$ cat config.mk
export PLATFORM = sky130hd
export DESIGN_NAME = rgb_to_hsv_pixel_flat
export DESIGN_NICKNAME = d
export VERILOG_FILES = /design/src/sv/rhsv_pkg.sv /design/src/sv/rhsv_if.sv /design/src/sv/rhsv_front.sv /design/src/sv/rhsv_div.sv /design/src/sv/rhsv_back.sv /design/src/sv/rgb_to_hsv_pixel.sv /design/src/flat_wrapper.sv
export VERILOG_INCLUDE_DIRS = /design/src /design/src/sv
export SDC_FILE = /design/constraint.sdc
export NUM_CORES = 1
export LEC_CHECK = 0
export BUFFER_PORTS_ARGS = -buffer_cell sky130_fd_sc_hd__buf_2
export CORE_MARGIN = 5
export CORE_UTILIZATION = 57
export DETAILED_ROUTE_END_ITERATION = 7
export HOLD_SLACK_MARGIN = 0.15
export PLACE_DENSITY_LB_ADDON = 0.3
export SLEW_MARGIN = 10
export SYNTH_ARGS = -nofsm -noshare
export SYNTH_HDL_FRONTEND = slang
export SYNTH_SLANG_ARGS = --single-unit
$ cat constraint.sdc
create_clock -name clk_i -period 3.95 [get_ports clk_i]
set_input_delay 0.1975 -clock clk_i [delete_from_list [all_inputs] [get_ports clk_i]]
set_output_delay 0.1975 -clock clk_i [all_outputs]
set_load 0.01 [all_outputs]
$ cat src/sv/rgb_to_hsv_pixel_defines.svh
// ----------------------------------------------------------------------------
// rgb_to_hsv_pixel_defines
// assertion macros shared by the rgb to hsv converter
// ----------------------------------------------------------------------------
`ifndef RGB_TO_HSV_PIXEL_DEFINES_SVH
`define RGB_TO_HSV_PIXEL_DEFINES_SVH

`ifndef SYNTH

`define RHSV_ASSERT(lbl, prop, msg) \
  lbl: assert property (@(posedge clk_i) disable iff (!rst_ni) (prop)) else $error(msg);

`define RHSV_ASSERT_IMP(lbl, ante, cons, msg) \
  `RHSV_ASSERT(lbl, (ante) |-> (cons), msg)

`else

`define RHSV_ASSERT(lbl, prop, msg)

`define RHSV_ASSERT_IMP(lbl, ante, cons, msg)

`endif

`endif

$ cat src/sv/rhsv_pkg.sv
// ----------------------------------------------------------------------------
// rhsv_pkg
// widths, constants and stage payload types of the rgb to hsv converter
// ----------------------------------------------------------------------------
`default_nettype none

package rhsv_pkg;

  localparam int CH_W       = 8;
  localparam int HUE_FRAC   = 6;
  localparam int HUE_W      = 15;
  localparam int HUE_SECTOR = 60 << HUE_FRAC;
  localparam int HUE_CIRCLE = 360 << HUE_FRAC;
  localparam int CH_MAX     = (1 << CH_W) - 1;

  // quotient widths of the two divisions
  localparam int HUE_Q_W = $clog2(HUE_SECTOR + 1);
  localparam int SAT_Q_W = CH_W;

  localparam int NUM_HUE_W  = CH_W + HUE_Q_W;
  localparam int NUM_SAT_W  = CH_W + SAT_Q_W;
  localparam int DIV_STAGES = (HUE_Q_W > SAT_Q_W) ? HUE_Q_W : SAT_Q_W;

  // signed working width of the hue sum
  localparam int HUE_CALC_W = HUE_W + 2;

  typedef enum logic [2:0] {
    SECT_RED   = 3'b001,
    SECT_GREEN = 3'b010,
    SECT_BLUE  = 3'b100
  } sector_e;

  typedef struct packed {
    logic [CH_W-1:0] red;
    logic [CH_W-1:0] green;
    logic [CH_W-1:0] blue;
  } rgb_t;

  typedef struct packed {
    logic [HUE_W-1:0] hue;
    logic [CH_W-1:0]  saturation;
    logic [CH_W-1:0]  brightness;
    logic             hue_undefined;
  } hsv_t;

  typedef struct packed {
    sector_e sector;
    logic    neg;
    logic    undef;
  } side_t;

  typedef struct packed {
    logic [NUM_HUE_W-1:0] hue_num;
    logic [CH_W-1:0]      hue_den;
    logic [NUM_SAT_W-1:0] sat_num;
    logic [CH_W-1:0]      sat_den;
    side_t                side;
  } div_req_t;

  typedef struct packed {
    logic [HUE_Q_W-1:0] hue_quo;
    logic               hue_rem_nz;
    logic [SAT_Q_W-1:0] sat_quo;
    logic [CH_W-1:0]    brightness;
    side_t              side;
  } div_rsp_t;

endpackage

`default_nettype wire

$ cat src/sv/rhsv_if.sv
// ----------------------------------------------------------------------------
// rhsv_if
// valid/ready channels carrying rgb pixels in and hsv pixels out
// ----------------------------------------------------------------------------
`default_nettype none

interface rhsv_rgb_if import rhsv_pkg::*; ();
  logic            valid;
  logic            ready;
  logic [CH_W-1:0] red;
  logic [CH_W-1:0] green;
  logic [CH_W-1:0] blue;

  modport source (output valid, output red, output green, output blue, input ready);
  modport sink (input valid, input red, input green, input blue, output ready);
endinterface

interface rhsv_hsv_if import rhsv_pkg::*; ();
  logic             valid;
  logic             ready;
  logic [HUE_W-1:0] hue;
  logic [CH_W-1:0]  saturation;
  logic [CH_W-1:0]  brightness;
  logic             hue_undefined;

  modport source (output valid, output hue, output saturation, output brightness,
                  output hue_undefined, input ready);
  modport sink (input valid, input hue, input saturation, input brightness,
                input hue_undefined, output ready);
endinterface

`default_nettype wire

$ cat src/sv/rhsv_front.sv
// ----------------------------------------------------------------------------
// rhsv_front
// two stages: max, min and hue sector, then the scaled dividends
// ----------------------------------------------------------------------------
`default_nettype none

module rhsv_front import rhsv_pkg::*; (
  input  wire logic     clk_i,
  input  wire logic     rst_ni,
  input  wire logic     valid_i,
  output logic          ready_o,
  input  wire rgb_t     pix_i,
  output logic          valid_o,
  input  wire logic     ready_i,
  output div_req_t      req_o
);

  logic                   en1, en2;
  logic                   v1_q, v2_q;
  logic [CH_W-1:0]        mx_d, mn_d, mx_q, delta_q;
  logic signed [CH_W:0]   diff_d, diff_q;
  sector_e                sector_d, sector_q;
  logic [CH_W:0]          ndiff;
  logic [CH_W-1:0]        absd;
  div_req_t               req_d, req_q;

  assign en2     = ~v2_q | ready_i;
  assign en1     = ~v1_q | en2;
  assign ready_o = en1;

  // stage 1: extremes and sector, red wins ties then green
  always_comb begin
    mx_d = pix_i.red;
    mn_d = pix_i.red;
    if (pix_i.green > mx_d) mx_d = pix_i.green;
    if (pix_i.blue > mx_d) mx_d = pix_i.blue;
    if (pix_i.green < mn_d) mn_d = pix_i.green;
    if (pix_i.blue < mn_d) mn_d = pix_i.blue;
    if (pix_i.red >= pix_i.green && pix_i.red >= pix_i.blue) begin
      sector_d = SECT_RED;
      diff_d   = {1'b0, pix_i.green} - {1'b0, pix_i.blue};
    end else if (pix_i.green >= pix_i.blue) begin
      sector_d = SECT_GREEN;
      diff_d   = {1'b0, pix_i.blue} - {1'b0, pix_i.red};
    end else begin
      sector_d = SECT_BLUE;
      diff_d   = {1'b0, pix_i.red} - {1'b0, pix_i.green};
    end
  end

  always_ff @(posedge clk_i or negedge rst_ni) begin
    if (!rst_ni) begin
      v1_q <= 1'b0;
    end else if (en1) begin
      v1_q <= valid_i;
    end
  end

  always_ff @(posedge clk_i) begin
    if (en1) begin
      mx_q     <= mx_d;
      delta_q  <= mx_d - mn_d;
      diff_q   <= diff_d;
      sector_q <= sector_d;
    end
  end

  // stage 2: magnitude of the difference and constant scaling
  always_comb begin
    ndiff              = -diff_q;
    absd               = diff_q[CH_W] ? ndiff[CH_W-1:0] : diff_q[CH_W-1:0];
    req_d.hue_num      = NUM_HUE_W'(absd) * NUM_HUE_W'(HUE_SECTOR);
    req_d.hue_den      = delta_q;
    req_d.sat_num      = NUM_SAT_W'(delta_q) * NUM_SAT_W'(CH_MAX);
    req_d.sat_den      = mx_q;
    req_d.side.sector  = sector_q;
    req_d.side.neg     = diff_q[CH_W];
    req_d.side.undef   = (delta_q == '0);
  end

  always_ff @(posedge clk_i or negedge rst_ni) begin
    if (!rst_ni) begin
      v2_q <= 1'b0;
    end else if (en2) begin
      v2_q <= v1_q;
    end
  end

  always_ff @(posedge clk_i) begin
    if (en2) begin
      req_q <= req_d;
    end
  end

  assign valid_o = v2_q;
  assign req_o   = req_q;

endmodule

`default_nettype wire

$ cat src/sv/rhsv_div.sv
// ----------------------------------------------------------------------------
// rhsv_div
// pipelined restoring dividers for hue and saturation, one quotient bit
// per stage
// ----------------------------------------------------------------------------
`default_nettype none

module rhsv_div import rhsv_pkg::*; (
  input  wire logic     clk_i,
  input  wire logic     rst_ni,
  input  wire logic     valid_i,
  output logic          ready_o,
  input  wire div_req_t req_i,
  output logic          valid_o,
  input  wire logic     ready_i,
  output div_rsp_t      rsp_o
);

  localparam int N = DIV_STAGES;

  // work words hold the partial remainder on top and dividend/quotient below
  logic [N:0]           en;
  logic                 v_q  [N];
  logic [NUM_HUE_W-1:0] hw_q [N];
  logic [CH_W-1:0]      hd_q [N];
  logic [NUM_SAT_W-1:0] sw_q [N];
  logic [CH_W-1:0]      sd_q [N];
  side_t                sb_q [N];

  assign en[N] = ready_i;

  for (genvar s = 0; s < N; s++) begin : g_stage
    logic                 v_in;
    logic [NUM_HUE_W-1:0] hw_in, hw_d;
    logic [CH_W-1:0]      hd_in;
    logic [NUM_SAT_W-1:0] sw_in, sw_d;
    logic [CH_W-1:0]      sd_in;
    side_t                sb_in;

    if (s == 0) begin : g_first
      assign v_in  = valid_i;
      assign hw_in = req_i.hue_num;
      assign hd_in = req_i.hue_den;
      assign sw_in = req_i.sat_num;
      assign sd_in = req_i.sat_den;
      assign sb_in = req_i.side;
    end else begin : g_next
      assign v_in  = v_q[s-1];
      assign hw_in = hw_q[s-1];
      assign hd_in = hd_q[s-1];
      assign sw_in = sw_q[s-1];
      assign sd_in = sd_q[s-1];
      assign sb_in = sb_q[s-1];
    end

    if (s < HUE_Q_W) begin : g_hue
      logic [CH_W:0] ht, hsub;
      always_comb begin
        ht   = {hw_in[NUM_HUE_W-1 -: CH_W], hw_in[HUE_Q_W-1]};
        hsub = ht - {1'b0, hd_in};
        if (ht >= {1'b0, hd_in}) begin
          hw_d = {hsub[CH_W-1:0], hw_in[HUE_Q_W-2:0], 1'b1};
        end else begin
          hw_d = {ht[CH_W-1:0], hw_in[HUE_Q_W-2:0], 1'b0};
        end
      end
    end else begin : g_hue_hold
      assign hw_d = hw_in;
    end

    if (s < SAT_Q_W) begin : g_sat
      logic [CH_W:0] st, ssub;
      always_comb begin
        st   = {sw_in[NUM_SAT_W-1 -: CH_W], sw_in[SAT_Q_W-1]};
        ssub = st - {1'b0, sd_in};
        if (st >= {1'b0, sd_in}) begin
          sw_d = {ssub[CH_W-1:0], sw_in[SAT_Q_W-2:0], 1'b1};
        end else begin
          sw_d = {st[CH_W-1:0], sw_in[SAT_Q_W-2:0], 1'b0};
        end
      end
    end else begin : g_sat_hold
      assign sw_d = sw_in;
    end

    assign en[s] = ~v_q[s] | en[s+1];

    always_ff @(posedge clk_i or negedge rst_ni) begin
      if (!rst_ni) begin
        v_q[s] <= 1'b0;
      end else if (en[s]) begin
        v_q[s] <= v_in;
      end
    end

    always_ff @(posedge clk_i) begin
      if (en[s]) begin
        hw_q[s] <= hw_d;
        hd_q[s] <= hd_in;
        sw_q[s] <= sw_d;
        sd_q[s] <= sd_in;
        sb_q[s] <= sb_in;
      end
    end
  end

  assign ready_o          = en[0];
  assign valid_o          = v_q[N-1];
  assign rsp_o.hue_quo    = hw_q[N-1][HUE_Q_W-1:0];
  assign rsp_o.hue_rem_nz = |hw_q[N-1][NUM_HUE_W-1 -: CH_W];
  assign rsp_o.sat_quo    = sw_q[N-1][SAT_Q_W-1:0];
  assign rsp_o.brightness = sd_q[N-1];
  assign rsp_o.side       = sb_q[N-1];

endmodule

`default_nettype wire

$ cat src/sv/rhsv_back.sv
// ----------------------------------------------------------------------------
// rhsv_back
// hue offset, floor correction, wrap and output register
// ----------------------------------------------------------------------------
`default_nettype none

module rhsv_back import rhsv_pkg::*; (
  input  wire logic     clk_i,
  input  wire logic     rst_ni,
  input  wire logic     valid_i,
  output logic          ready_o,
  input  wire div_rsp_t rsp_i,
  output logic          valid_o,
  input  wire logic     ready_i,
  output hsv_t          hsv_o
);

  logic                         en;
  logic                         v_q;
  logic signed [HUE_CALC_W-1:0] off, qx, rx, h;
  hsv_t                         hsv_d, hsv_q;

  assign en      = ~v_q | ready_i;
  assign ready_o = en;

  always_comb begin
    case (rsp_i.side.sector)
      SECT_RED:   off = '0;
      SECT_GREEN: off = HUE_CALC_W'(2 * HUE_SECTOR);
      SECT_BLUE:  off = HUE_CALC_W'(4 * HUE_SECTOR);
      default:    off = '0;
    endcase
    qx = HUE_CALC_W'(rsp_i.hue_quo);
    rx = HUE_CALC_W'(rsp_i.hue_rem_nz);
    // negative difference rounds toward minus infinity
    if (rsp_i.side.neg) begin
      h = off - qx - rx;
    end else begin
      h = off + qx;
    end
    if (h < 0) begin
      h = h + HUE_CALC_W'(HUE_CIRCLE);
    end
    hsv_d.hue           = rsp_i.side.undef ? '0 : h[HUE_W-1:0];
    hsv_d.saturation    = rsp_i.side.undef ? '0 : rsp_i.sat_quo;
    hsv_d.brightness    = rsp_i.brightness;
    hsv_d.hue_undefined = rsp_i.side.undef;
  end

  always_ff @(posedge clk_i or negedge rst_ni) begin
    if (!rst_ni) begin
      v_q <= 1'b0;
    end else if (en) begin
      v_q <= valid_i;
    end
  end

  always_ff @(posedge clk_i) begin
    if (en) begin
      hsv_q <= hsv_d;
    end
  end

  assign valid_o = v_q;
  assign hsv_o   = hsv_q;

endmodule

`default_nettype wire

$ cat src/sv/rgb_to_hsv_pixel.sv
// ----------------------------------------------------------------------------
// rgb_to_hsv_pixel
// fixed-point rgb to hsv pixel converter, top level
// ----------------------------------------------------------------------------
// Takes one pixel per clock while the output is not stalled and returns one
// hsv pixel per transaction, in order: two front stages find the max,
// min and hue sector, twelve stages of a restoring divider produce one hue
// quotient bit each (saturation is divided alongside in the first eight),
// and one stage adds the sector offset into the output register. Every stage
// holds its pixel while the next one is full, so bubbles close up and the
// input stays ready while the pipeline has room. Hue is in 1/64 degree
// (0 to 23039); gray pixels set hue_undefined and report hue and saturation 0.
`default_nettype none

`include "rgb_to_hsv_pixel_defines.svh"

module rgb_to_hsv_pixel import rhsv_pkg::*; (
  input  wire logic   clk_i,
  input  wire logic   rst_ni,
  rhsv_rgb_if.sink    rgb_i,
  rhsv_hsv_if.source  hsv_o
);

  rgb_t     pix;
  hsv_t     hsv;
  div_req_t req;
  div_rsp_t rsp;
  logic     req_valid, req_ready, rsp_valid, rsp_ready;

  assign pix.red   = rgb_i.red;
  assign pix.green = rgb_i.green;
  assign pix.blue  = rgb_i.blue;

  rhsv_front u_front (
    .clk_i   (clk_i),
    .rst_ni  (rst_ni),
    .valid_i (rgb_i.valid),
    .ready_o (rgb_i.ready),
    .pix_i   (pix),
    .valid_o (req_valid),
    .ready_i (req_ready),
    .req_o   (req)
  );

  rhsv_div u_div (
    .clk_i   (clk_i),
    .rst_ni  (rst_ni),
    .valid_i (req_valid),
    .ready_o (req_ready),
    .req_i   (req),
    .valid_o (rsp_valid),
    .ready_i (rsp_ready),
    .rsp_o   (rsp)
  );

  rhsv_back u_back (
    .clk_i   (clk_i),
    .rst_ni  (rst_ni),
    .valid_i (rsp_valid),
    .ready_o (rsp_ready),
    .rsp_i   (rsp),
    .valid_o (hsv_o.valid),
    .ready_i (hsv_o.ready),
    .hsv_o   (hsv)
  );

  assign hsv_o.hue           = hsv.hue;
  assign hsv_o.saturation    = hsv.saturation;
  assign hsv_o.brightness    = hsv.brightness;
  assign hsv_o.hue_undefined = hsv.hue_undefined;

  `RHSV_ASSERT_IMP(a_hue_range, hsv_o.valid, hsv_o.hue < HUE_W'(HUE_CIRCLE), "hue out of range")
  `RHSV_ASSERT_IMP(a_gray_hue, hsv_o.valid && hsv_o.hue_undefined, hsv_o.hue == '0 && hsv_o.saturation == '0, "gray pixel with hue or saturation")
  `RHSV_ASSERT_IMP(a_black, hsv_o.valid && hsv_o.brightness == '0, hsv_o.hue_undefined, "black pixel with defined hue")
  `RHSV_ASSERT_IMP(a_color_sat, hsv_o.valid && !hsv_o.hue_undefined, hsv_o.saturation != '0, "colored pixel with zero saturation")

endmodule

`default_nettype wire

$ cat src/flat_wrapper.sv
// flat-port wrapper written by rule: the top's interface ports become plain ports
module rgb_to_hsv_pixel_flat import rhsv_pkg::*;
  (clk_i, rst_ni, rgb_i_valid, rgb_i_red, rgb_i_green, rgb_i_blue, rgb_i_ready, hsv_o_valid, hsv_o_hue, hsv_o_saturation, hsv_o_brightness, hsv_o_hue_undefined, hsv_o_ready);
  rhsv_rgb_if rgb_i_i ();
  rhsv_hsv_if hsv_o_i ();
  input  wire logic clk_i;
  input  wire logic rst_ni;
  input wire logic [$bits(rgb_i_i.valid)-1:0] rgb_i_valid;
  input wire logic [$bits(rgb_i_i.red)-1:0] rgb_i_red;
  input wire logic [$bits(rgb_i_i.green)-1:0] rgb_i_green;
  input wire logic [$bits(rgb_i_i.blue)-1:0] rgb_i_blue;
  output wire logic [$bits(rgb_i_i.ready)-1:0] rgb_i_ready;
  output wire logic [$bits(hsv_o_i.valid)-1:0] hsv_o_valid;
  output wire logic [$bits(hsv_o_i.hue)-1:0] hsv_o_hue;
  output wire logic [$bits(hsv_o_i.saturation)-1:0] hsv_o_saturation;
  output wire logic [$bits(hsv_o_i.brightness)-1:0] hsv_o_brightness;
  output wire logic [$bits(hsv_o_i.hue_undefined)-1:0] hsv_o_hue_undefined;
  input wire logic [$bits(hsv_o_i.ready)-1:0] hsv_o_ready;
  assign rgb_i_i.valid = rgb_i_valid;
  assign rgb_i_i.red = rgb_i_red;
  assign rgb_i_i.green = rgb_i_green;
  assign rgb_i_i.blue = rgb_i_blue;
  assign rgb_i_ready = rgb_i_i.ready;
  assign hsv_o_valid = hsv_o_i.valid;
  assign hsv_o_hue = hsv_o_i.hue;
  assign hsv_o_saturation = hsv_o_i.saturation;
  assign hsv_o_brightness = hsv_o_i.brightness;
  assign hsv_o_hue_undefined = hsv_o_i.hue_undefined;
  assign hsv_o_i.ready = hsv_o_ready;
  rgb_to_hsv_pixel u_core (.clk_i(clk_i), .rst_ni(rst_ni), .rgb_i(rgb_i_i), .hsv_o(hsv_o_i));
endmodule
==> flow_summary.yaml <==
status:
  status: "finished, violations left"
  violations: "setup timing"
routing:
  dr_total_vias: 20498
  drt_wl_total_mm: 62.82
  via_per_inst: 5.449
  wire_per_inst_um: 16.70
  route.met3.wl_mm: 2.425
  wl_met1_mm: 24.58
  drc: 0
  antenna_left: 0
  routed.top_layer: "met4"
  wl_met2_mm: 33.76
  drt-initial-drc-count: 1158
  firstDrtPassIters: 5
finish:
  final_area_sq_um: 39940
  syn2layout_area_growth_pct: 15.25
  layout_commonest_cell: "edfxtp_1"
  diodes: 0
  final_cell_mix: "edfxtp_1 (677), inv_1 (345), ha_1 (269), nor2_1 (200), a21oi_1 (176)"
  drive_above_1_share_pct: 15.70
  fin_nets: 3308
global_routing:
  grt-ovfl-total: 0
  grt_pass1_vias: 21468
  antenna_found_initial: 1
  grtUsageTotal_pct: 18.89
  grt_pass1_wl_mm: 103.0
  grt_max_degree: 51
timing:
  worstMarginPinSlew_ns: 1.164
  slew_headroom_pct: 22.13
  finalHoldViolCount: 0
  min_period_ns: 4.167
  finalMaxSlewViolations: 0
  finalClockSkew_ns: 0.02733
  post-route-period-util_pct: 105.5
  worst_slack_ns: -0.2169
  fmax_ghz: 0.2400
  setup_violations: 5
  rsz0062_at_grt: "true"
floorplanning:
  start_util_pct: 57.53
  die_h_um: 256.6
  ioPinCount: 62
  die_area_sq_um: 65840
  num_rows: 90
  coreArea_sq_um: 60250
  die_w_um: 256.6
clock_network:
  cts_made_buffers: 70
  htree_levels: 3
  clk_pin_slew_worst_paths_ns: 0.06
  clockRootBuffer: "clkbuf_16"
  worstSkewPairLatency_ns: 0.61
  cts_sinks: 692
  clockBufferDepth: 3
  cts_tree: "yes"
worst_setup_path:
  cp.depth: 16
  endpoint_kind: "register"
  reg2reg_depth: 16
  startpoint_type: "register"
  critPathTopFamily: "adder cells"
  arrival_ns: 4.52
  cp_cell_sequence: "buf_6 > fa_1 > ha_1 > inv_1 > fa_1 > inv_1 > ha_1 > a21o_1 > a21oi_2 > nand2b_4 > a21boi_4 > o311a_1 > o21a_1 > o21ai_2 > nor2b_4 > xnor2_2"
  path_class: "reg2reg"
  crit_slowest_cell: "fa_1"
  crit_required_ns: 4.30
  path_buf_inv: 3
  crit_fanout: 4
  critPathMaxStageDelay_ns: 0.55
logic_synthesis:
  yosysWarnings: 0
  synth_top_cell_area_share_pct: 58.66
  synthTopCellsByArea: "edfxtp_1 (59%), ha_1 (10%), fa_1 (3.9%), inv_1 (3.9%), xnor2_1 (3.1%)"
  syn_avg_cell_area_sq_um: 13.04
  ys_seq_elements: 692
  synth_area_leader_cell: "edfxtp_1"
  async_flop_share_pct: 2.168
  syn_nets: 3038
  ys_types: 61
  synth_top_flop_cell: "edfxtp_1"
  synth-edff-count: 677
  syn-instance-count: 2657
  synth_seq_area_share_pct: 59.74
  syn_area_sq_um: 34660
placement:
  place_congestion: 0.9432
  hpwl_mm: 46.29
  place_ws_ns: -0.6721
  port_buffers: 61
  place_area_sq_um: 37070
run:
  maxCapViolations: 0
worst_hold_path:
  hold_class: "in2reg"
  min_path_cells: 3
==> cells by family after synthesis <==
kind of cell	after synthesis	synth area share, %
flip-flops	692	59.74
AND/OR/NAND/NOR	520	7.437
AO/OA/AOI/OAI	482	8.383
buffers and inverters	383	4.159
adder cells (fa/ha/maj)	353	14.19
XOR/XNOR	158	3.993
multiplexers	69	2.094
==> synth_stat cells (all sizes together), types with 2 or more instances <==
library cell  number
o31ai              4
ha               286
nand4             41
a2bb2oi           19
and3               4
nand2             66
and2b              2
nor3               8
buf                5
a21oi            187
nand2b            62
a211oi             6
and2              11
or4                2
and4               2
o21a               7
o22ai             19
clkbuf            22
or3                4
nor2             202
or2               28
a211o              2
nor4               2
fa                67
edfxtp           677
o211ai             3
a21o              46
xnor2            123
inv              356
a21boi            42
xor2              35
nand3             23
o21ai            126
mux2              28
o211a              2
nor2b             61
o21bai            10
dfrtp             15
mux2i             41
==> path summary, 6_finish.rpt <==
path | start | endpoint | slack, ns
max in group asynchronous | rst_ni | u_core.u_div.g_stage[4].v_in$_DFFE_PN0P_ | 2.61
min in group asynchronous | rst_ni | u_core.u_div.g_stage[8].v_in$_DFFE_PN0P_ | 0.80
max reg2reg | u_core.u_front.delta_q[3]$_DFFE_PP_ | u_core.u_front.req_o[25]$_DFFE_PP_ | -0.22
max | u_core.u_front.delta_q[3]$_DFFE_PP_ | u_core.u_front.req_o[25]$_DFFE_PP_ | -0.22
min | rgb_i_blue[7] | u_core.u_front.delta_q[7]$_DFFE_PP_ | 0.19
min reg2reg | u_core.u_div.sb_q[1][10]$_DFFE_PP_ | u_core.u_div.sb_q[1][15]$_DFFE_PP_ | 0.40
==> registers in the layout (all words and copies together) (netlist names), 3 cells and up <==
name	count
u_core.u_back.hsv_o	32
u_core.u_div.hw_q	180
u_core.u_front.delta_q	8
u_core.u_div.g_stage.v_in	11
u_core.u_div.sb_q	60
u_core.u_front.sector_q	3
u_core.u_front.mx_q	8
u_core.u_div.sw_q	146
u_core.u_div.hd_q	87
u_core.u_front.req_o	48
u_core.u_div.sd_q	96
u_core.u_front.diff_q	9
==> per-stage QoR <==
step / cells / TNS [ns] / util (%) / hold slack [ns]
2_1_floorplan: 2657 / -1.317 / - / -0.09809
3_3_place_gp: 3613 / -3.486 / 61.53 / 0.1376
3_5_place_dp: 3613 / -4.146 / 61.53 / 0.1450
4_1_cts: 3748 / -0.5990 / 65.82 / 0.1559
5_1_grt: 3762 / -2.076 / 66.30 / 0.2185
6_report: 3762 / -0.8049 / 66.30 / 0.1884
==> worst min-delay path: stages <==
cell,delay [ns]
buf_2,0.23
a211oi_1,0.14
xnor2_1,0.12
==> metal layers <==
metal	up-vias	global-route usage [%]
met3	151	3.050
li1	9971	-
met4	0	7.322
met5	-	0
met2	416	35.76
met1	9960	21.31
==> cell type report <==
type,count,area (sq um)
flip-flops and latches,692,20700
multi-input cells,1582,12960
clock buffers,76,1795
inverters,356,1354
repair buffers,225,1572
well taps,782,978.4
fillers,4053,20300
clock inverters,49,575.6
==> timing repair <==
item / CTS / global route
resized for setup: 26 / 42
gates cloned: 0 / 0
buffers inserted: 6 / 14
hold buffers: 4 / 0
pin swaps: 13 / 22
setup endpoints to repair: 7 / 15
hold endpoints to repair: 17 / 0
Power is not shown: default switching activity piles up to over one toggle a cycle in this logic, so the estimate is an artifact.
